## src/sv/hdtm_pkg.sv

```systemverilog
// Package of the HDR tone mapper: widths, curve constants, register codes and beat types.
// Used by every module of the block; depends on nothing.
`timescale 1ns / 1ps

package hdtm_pkg;

	// Field widths.
	localparam int CW   = 32;
	localparam int EXPW = 24;
	localparam int OW   = 18;

	// Internal datapath widths of one lane.
	localparam int XW   = 34;
	localparam int AW   = 40;
	localparam int AH   = 20;
	localparam int PW   = 54;
	localparam int NW0  = 74;
	localparam int HALF = 37;
	localparam int KW   = 17;
	localparam int PKW  = 54;
	localparam int NW   = 108;
	localparam int DW   = 90;

	// Quotient bits produced by the divider and overall latency.
	localparam int QB       = 19;
	localparam int PREP_LAT = 6;
	localparam int LANE_LAT = PREP_LAT + QB;
	localparam int UNIT_LAT = LANE_LAT + 1;

	// White point normalization of the filmic curve, as an exact ratio.
	localparam logic [KW-1:0] WHITE_NUM = 17'd91785;
	localparam logic [KW-1:0] WHITE_DEN = 17'd66556;

	// Register indexes and reset values.
	localparam logic [0:0] REG_MODE     = 1'b0;
	localparam logic [0:0] REG_EXPOSURE = 1'b1;
	localparam logic       MODE_RESET   = 1'b0;
	localparam logic [EXPW-1:0] EXPOSURE_RESET = 24'h010000;

	typedef struct packed {
		logic            mode;
		logic [EXPW-1:0] exposure;
	} cfg_t;

	typedef struct packed {
		logic [CW-1:0] red_in;
		logic [CW-1:0] green_in;
		logic [CW-1:0] blue_in;
		logic [CW-1:0] alpha_in;
	} pixel_in_t;

	typedef struct packed {
		logic [OW-1:0] red_out;
		logic [OW-1:0] green_out;
		logic [OW-1:0] blue_out;
		logic [CW-1:0] alpha_out;
	} pixel_out_t;

endpackage

```

## src/sv/hdtm_merge.sv

```systemverilog
// Merge stage: joins the three lane results and the delayed alpha into one result beat.
// Depends on hdtm_pkg for the beat type.
`timescale 1ns / 1ps

module hdtm_merge (
	input  logic                    clk,
	input  logic                    arst_n,
	input  logic                    valid,
	input  logic [hdtm_pkg::OW-1:0] red,
	input  logic [hdtm_pkg::OW-1:0] green,
	input  logic [hdtm_pkg::OW-1:0] blue,
	input  logic [hdtm_pkg::CW-1:0] alpha,
	output hdtm_pkg::pixel_out_t    mapped,
	output logic                    done
);
	import hdtm_pkg::*;

	pixel_out_t beat_q;
	logic       done_q;

	// The strobe is control state and resets.
	always_ff @(posedge clk or negedge arst_n) begin
		if (!arst_n) begin
			done_q <= 1'b0;
		end else begin
			done_q <= valid;
		end
	end

	// Pack the result beat.
	always_ff @(posedge clk) begin
		beat_q.red_out   <= red;
		beat_q.green_out <= green;
		beat_q.blue_out  <= blue;
		beat_q.alpha_out <= alpha;
	end

	assign mapped = beat_q;
	assign done   = done_q;

endmodule

```

## config.mk

```make
export PLATFORM = sky130hd
export DESIGN_NAME = hdtm_merge
export DESIGN_NICKNAME = d
export VERILOG_FILES = /design/src/sv/hdtm_pkg.sv /design/src/sv/hdtm_merge.sv
export SDC_FILE = /design/constraint.sdc
export NUM_CORES = 1
export LEC_CHECK = 0
export BUFFER_PORTS_ARGS = -buffer_cell sky130_fd_sc_hd__clkbuf_2
export CAP_MARGIN = 20
export CORE_MARGIN = 2
export CORE_UTILIZATION = 32
export CTS_BUF_LIST = sky130_fd_sc_hd__clkbuf_2 sky130_fd_sc_hd__clkbuf_4 sky130_fd_sc_hd__clkbuf_8
export CTS_CLUSTER_DIAMETER = 40
export DETAILED_ROUTE_END_ITERATION = 8
export PLACE_DENSITY = 0.83
export SKIP_LAST_GASP = 1
export SYNTH_ARGS = -nofsm -noshare
export SYNTH_HDL_FRONTEND = slang
export SYNTH_SLANG_ARGS = --single-unit
```

## constraint.sdc

```tcl
create_clock -name clk -period 0.8 [get_ports clk]
set_input_delay 0.16 -clock clk [delete_from_list [all_inputs] [get_ports clk]]
set_output_delay 0.16 -clock clk [all_outputs]
set_load 0.005 [all_outputs]
```

; Yosys cells after proc, flatten, opt, wreduce, memory -nomap -nowiden
; Index checks and enable logic that the tools add are counted.
; Widths: inputs -> output; s select.
[word_totals]
register_bits = 87
wordCells = 5

; Depth between registers and ports, before layout
; Gate-level depths: netlist of run 1.
[logic_depth]
word_depth = 0
ltp_mapped = 0
depth_no_buf = 0

; Worst setup path after synthesis of run 1
; Ideal clock, no wire load.
[synth_timing]
path_type = flip-flop to output port
start = register done_q, in the netlist done
end = output done
arrival_ns = 0.349
slack_ns = 0.291
stages_incl_launch_ff = 1
path_cell_list = dfrtp_1
[synth_lines]
columns = element, line
row1 = "start, declared", hdtm_merge.sv:19  ; logic done_q;
row2 = "start signal, assigned", hdtm_merge.sv:26  ; done_q <= valid;
row3 = "end, declared", hdtm_merge.sv:14  ; output logic done
; No word-level cell between the ends.

; Worst setup path in the final report of run 1
[layout_timing]
start = register done_q, in the netlist done
end = output done
; No word-level cell between the ends.

==> impl_results.md, run 1 <==
* Worst VDD drop at 1.228 mV
* RSZ-0062 raised after global routing: yes
* Max-Cap Viols at 0
* Via count at between 1500 and 2000
* Pre-CTS WS at roughly 200 ps
* Mean Syn Cell Area at 20.08 um2
* Synth Register Bits at just under 90
* CP arrival at 800 ps
* Port bufs at roughly 180
* Worst-path maximum fanout at 1
* Grt total ovfl at 0
* Failing checks: setup timing
* Worst hold slack at 141.8 ps
* CP top delay family: flip-flops
* Critical path depth at 1
* Synth unique cells at 2
* Initial antenna violation count at 0
* Layout area overhead at 129.8%
* Critical path's largest stage delay at around 370 ps
* Mapped Cells at between 80 and 90
* Post-route cell area at about 0.004 mm2
* Crit. End Element: output pin
* Total inserted antenna cells at 0
* Crit-path slowest cell: dfrtp_1
* TritonCTS clock tree: built
* Relative slew slack at between 90% and 100%
* Final Util at ~78%
* Met3 Usage GRT at 8.140%
* Number of global-route vias before repair at approximately 1800
* Layout cell share with drive strength beyond 1 at approximately two thirds
* Starting Density at ~34%
* Nets at 450
* Grt met1 use at between 10% and 20%
* Core area at approximately 0.0052 mm2
* Buf+Inv Stages, Crit Path at 1
* Worst Max-Slew Pin Slew at ~94 ps
* Avg WL per Cell at 13.78 um
* PD cells at about 2200 mW/mm2
* Critical Path Source Type: flip-flop
* Post-route ant nets at 0
* Ys async rst share at 1.149%
* HP Class: in -> async
* Met2 GRT Util at 35.69%
* Clock slew at reported path FFs at ~70 ps
* Register area share after synthesis at between 90% and 100%
* CTS root buffer: clkbuf_8
* GRT Total Usage at roughly a fifth
* EDFF count, synth at 0
* Chip height at slightly below 80 um
* WS Path Type: reg -> out
* Clock buffer count from CTS at 9
* H-tree Lvls at 3
* Vias per std cell at between 3 and 4
* Final WS setup at -158.9 ps
* Count leader, synth: dfxtp_1
* Setup Viol. Count Final at slightly below 90
* Final Routed Wirelength at 6007 um
* Multi-input gate area at 0 um2
* Synth Flop Type: dfxtp_1
* DRC at 0
* Final hold violation count at 0
* Die width at between 70 and 80 um
* Sink Count at between 80 and 90
* Area of the mapped netlist at between 0.0015 and 0.002 mm2
* Routability cong. at approximately 0.73
* Area leader, netlist: dfxtp_1
* DR iter-0 viols at 26
* Top cells by area, synth: dfxtp_1 (99%), dfrtp_1 (1.4%)
* Die area at about 0.0061 mm2
* DRT Pass-1 Iters at 3
* Multi-In Gates at 0
* Row count at 26
* Status: complete, but fails checks
* Largest net degree at the start of global routing at 14
* Peak Freq at 1.043 GHz
* Post-synth top area share at between 90% and 100%
* Ys Warns at 0
* Mapped Nets at approximately 180
* CP Data Required Time at 640 ps
* Final Cycle Share at 119.9%
* Top Ports at 176
* Post-DP Area at 0.002710 mm2
* Shortest period the worst path allows at between 900 and 1000 ps
* Slew Limit Fails at 0
* Top cells by count, synth: dfxtp_1 (86), dfrtp_1 (1)
* Hpwl dp at just under 4000 um
* Leak at 0.001985 uW
* First-pass GRT wire length at between 9000 and 10000 um
* Layout filler cell count at 306
* Largest buffer count on any clock path at 2
* GR peak layer: met2
* Critical Path, Cell by Cell: clkbuf_2
layer usage:
metal	share of wire [%]	vias up
li1	-	813
met1	34	755
met2	55	101
met3	9.4	10
met4	1.5	0
met5	0	-
power by group:
| part | total [uW] | leakage [uW] | switching (uW) | internal, uW |
|---|---|---|---|---|
| registers | 4670 | 0.000738 | 77.5 | 4590 |
| logic | 889 | 0.00113 | 257 | 632 |
| clock network | 3380 | 0.000120 | 1380 | 2000 |
per-stage QoR:
step           std cells  TNS [ps]  power (uW)
3_5_place_dp         332         0        5206
5_1_grt              436    -13120        9299
4_1_cts              436    -11450        8903
3_3_place_gp         332         0        5194
2_1_floorplan         87         0        4756
6_report             436     -9818        8934
sequential cells by signal, summed over array words and instances (netlist names):
| name | flops |
|---|---|
| mapped | 86 |
| done | 1 |
final timing paths:
check,end,startpoint
max in group asynchronous,done,arst_n
min in group clk,mapped[80],red[12]
min,done,arst_n
max,done,done
cell usage in the layout (no fill, tap or decap):
cell type / instances
buf_6: 20
dfxtp_1: 33
bufinv_16: 2
clkbuf_2: 128
dfrtp_1: 1
clkbuf_4: 2
dfxtp_2: 53
dlygate4sd3_1: 88
clkinv_2: 1
clkbuf_8: 11
buf_2: 27
final cells by class:
cell class	instances	area [um2]	area share [%]
well taps	70	87.58	2.182
flip-flops and latches	87	1813	45.17
clock inverters	3	65.06	1.621
clock buffers	13	166.4	4.146
repair buffers	263	1882	46.88
repair_timing:
item                                   in CTS  in global routing
buffers inserted                            0                  0
hold buffers                               88                  0
pin swaps                                   0                  0
gates resized for setup                    15                 95
endpoints found under the hold margin      88                  0
setup endpoints to repair                  87                 87
cells by family (layout without fill, tap and decap cells):
logic type             count (synthesis)  after routing  share of synthesized area (%)
flip-flops                            87             87                          100.0
buffers and inverters                  0            279                              0
Power figures use the tool's default switching activity.
==> inputs of run 2 (changes only) <==
--- a/config.mk
+++ b/config.mk
@@ -8,11 +8,12 @@
 export BUFFER_PORTS_ARGS = -buffer_cell sky130_fd_sc_hd__clkbuf_2
 export CAP_MARGIN = 20
 export CORE_MARGIN = 2
-export CORE_UTILIZATION = 32
+export CORE_UTILIZATION = 36
 export CTS_BUF_LIST = sky130_fd_sc_hd__clkbuf_2 sky130_fd_sc_hd__clkbuf_4 sky130_fd_sc_hd__clkbuf_8
 export CTS_CLUSTER_DIAMETER = 40
 export DETAILED_ROUTE_END_ITERATION = 8
-export PLACE_DENSITY = 0.83
+export PLACE_DENSITY = 0.92
+export RECOVER_POWER = 100
 export SKIP_LAST_GASP = 1
 export SYNTH_ARGS = -nofsm -noshare
 export SYNTH_HDL_FRONTEND = slang
==> constraint.sdc (replaced) <==
create_clock -name clk -period 1 [get_ports clk]
set_input_delay 0.2 -clock clk [delete_from_list [all_inputs] [get_ports clk]]
set_output_delay 0.2 -clock clk [all_outputs]
set_load 0.005 [all_outputs]
==> impl_results.md, run 2 (same netlist as run 1, synthesis figures left out) <==
* Worst Max-Slew Pin Slew at 101.3 ps (+7.169 ps)
* Slew Limit Fails at 0 (unchanged)
* Internal at 5410 uW (-25%)
* Crit. End Element: output pin
* Largest net degree at the start of global routing at 14 (unchanged)
* Multi-In Gates at 0 (unchanged)
* Core area at 0.004692 mm2 (-9.3%)
* GRT Total Usage at 23.22% (+3.5 points)
* HP Class: in -> async
* Via count at 1705 (+1.5%)
* Top Ports at 176 (unchanged)
* Final Cycle Share at between 90 and 100%
* CP top delay family: flip-flops
* H-tree Lvls at 3 (unchanged)
* Critical path's largest stage delay at 360 ps (about the same)
* Crit-path slowest cell: dfrtp_1
* Initial antenna violation count at 0 (unchanged)
* Buf+Inv Stages, Crit Path at 1 (unchanged)
* Port bufs at 175 (unchanged)
* Die area at 0.005425 mm2 (-11%)
* Shortest period the worst path allows at 996.9 ps
* Chip height at 73.66 um (-5.4%)
* Critical path depth at 1 (unchanged)
* DRT Pass-1 Iters at 4 (+1)
* Peak Freq at about 1 GHz
* DRC at 0 (unchanged)
* Commonest non-fill, non-tap cell in the layout: clkbuf_2
* Layout area overhead at 121.2%
* Grt total ovfl at 0 (unchanged)
* Final Routed Wirelength at 6551 um (+9.1%)
* Worst-path maximum fanout at 1 (unchanged)
* Relative slew slack at 93.22% (-0.48 points)
* Nets at 450 (unchanged)
* Part of the power in registers at 54.7% (+2.5 points)
* Inst Count DP at 316 (-4.8%)
* Number of flip-flops in the largest register at 86 (unchanged)
* WS Path Type: reg -> out
* Setup Viol. Count Final at 0 (-100%)
* Largest buffer count on any clock path at 2 (unchanged)
* Sw Pwr at 1399 uW (-18%)
* Max-Cap Viols at 0 (unchanged)
* Worst setup path endpoint: done
* Clock share of power at 35.1% (-2.7 points)
* Worst VDD drop at 1.516 mV (+23%)
* Starting Density at 37.23% (+3.5 points)
* Layout Cells excl Fill at 420 (-3.7%)
* Final WS setup at 3.147 ps (+162.1 ps)
* Met3 Usage GRT at 10.84% (+2.7 points)
* Avg WL per Cell at 15.60 um (+13%)
* Pre-CTS WS at 356.6 ps (+155.2 ps)
* Vias per std cell at 4.060 (+5.4%)
* TritonCTS clock tree: built
* CP Data Required Time at 800 ps (+160 ps)
* Post-route ant nets at 0 (unchanged)
* Critical Path, Cell by Cell: clkbuf_2
* Grt met1 use at 22.35% (+2.5 points)
* Sink Count at 87 (unchanged)
* Status: finished clean
* Row count at 25 (-3.8%)
* Power after layout at 6809 uW (-24%)
* Die width at 73.66 um (-5.4%)
* CP arrival at 800 ps (about the same)
* Leak at 0.001912 uW (-3.7%)
* First-pass GRT wire length at 9032 um (-0.22%)
* CP Launch Point: done
* DR iter-0 viols at 27 (+3.8%)
* Combinational Power Share at 10.2% (+0.2 points)
* GR peak layer: met2
* Multi-input gate area at 0 um2 (unchanged)
* Switch share at 20.54% (+1.3 points)
* Most frequent cells in the layout: clkbuf_2 (145), dlygate4sd3_1 (88), dfxtp_1 (49)
* Routability cong. at 0.7838 (+7.7%)
* Met2 GRT Util at 41.17% (+5.5 points)
* Layout filler cell count at 262 (-14%)
* Post-CTS Repair Setup Buffers at 0 (unchanged)
* Critical Path Source Type: flip-flop
* PD cells at 1762 mW/mm2 (-21%)
* RSZ-0062 raised after global routing: yes
* Layout cell share with drive strength beyond 1 at 57.92% (-8.7 points)
* Clock buffer count from CTS at 9 (unchanged)
* Final hold violation count at 0 (unchanged)
* CTS root buffer: clkbuf_8
* Number of global-route vias before repair at 1878 (+3.1%)
* Total inserted antenna cells at 0 (unchanged)
* Clock slew at reported path FFs at 80 ps (about the same)
==> run 2: cell count changes in the layout (fill, tap and decap cells not counted), sizes merged <==
| cell | previous run | this run |
|---|---|---|
| buf | 47 | 15 |
| clkbuf | 141 | 172 |
| clkinv | 1 | 3 |
| bufinv | 2 | 1 |
==> run 2: repair_timing <==
| item | in CTS | in global routing |
|---|---|---|
| hold buffers | 88 | 0 |
| endpoints found under the setup margin | 1 | 41 |
| endpoints found under the hold margin | 88 | 0 |
| gates resized for setup | 0 | 62 |
| gates cloned | 0 | 0 |
==> run 2: power groups by stage <==
| stage | Clock (uW) | Sequential [uW] | Combinational (uW) |
|---|---|---|---|
| floorplan | 0 | 3810 | 0 |
| global placement | 0 | 3770 | 366 |
| detailed placement | 0 | 3780 | 375 |
| CTS | 2420 | 3700 | 649 |
| global route | 2590 | 3740 | 742 |
| finish | 2390 | 3730 | 694 |
==> run 2: stage by stage <==
| step | instance area (um2) | hold WS (ps) | util (%) | setup TNS (ps) |
|---|---|---|---|---|
| 2_1_floorplan | 1747 | -95.59 | - | 0 |
| 3_3_place_gp | 2690 | -24.25 | 57.33 | 0 |
| 3_5_place_dp | 2690 | -22.60 | 57.33 | 0 |
| 4_1_cts | 3769 | 145.3 | 80.32 | -17.44 |
| 5_1_grt | 3864 | 184.4 | 82.35 | -80.36 |
| 6_report | 3864 | 197.8 | 82.35 | 0 |
==> run 2: worst min-delay path by stage <==
stage | startpoint | to | slack, ps | depth (start not counted)
finish | arst_n | done | 200 | 2
global placement | arst_n | done | -20 | 1
detailed placement | arst_n | done | -20 | 1
global route | arst_n | done | 180 | 2
floorplan | arst_n | done | -100 | 0
CTS | arst_n | done | 150 | 2
==> run 2: area by class of cell <==
class | instances | area [um2] | share of cell area [%]
tap | 54 | 67.56 | 1.749
clock buffer | 12 | 152.6 | 3.951
clock inverter | 4 | 45.04 | 1.166
sequential | 87 | 1793 | 46.41
timing repair buffer | 263 | 1805 | 46.73
==> run 2: routing by layer <==
layer / wire [um] / vias to the layer above
li1: - / 813
met1: 2258 / 765
met2: 3433 / 114
met3: 728 / 13
met4: 132 / 0
met5: 0 / -
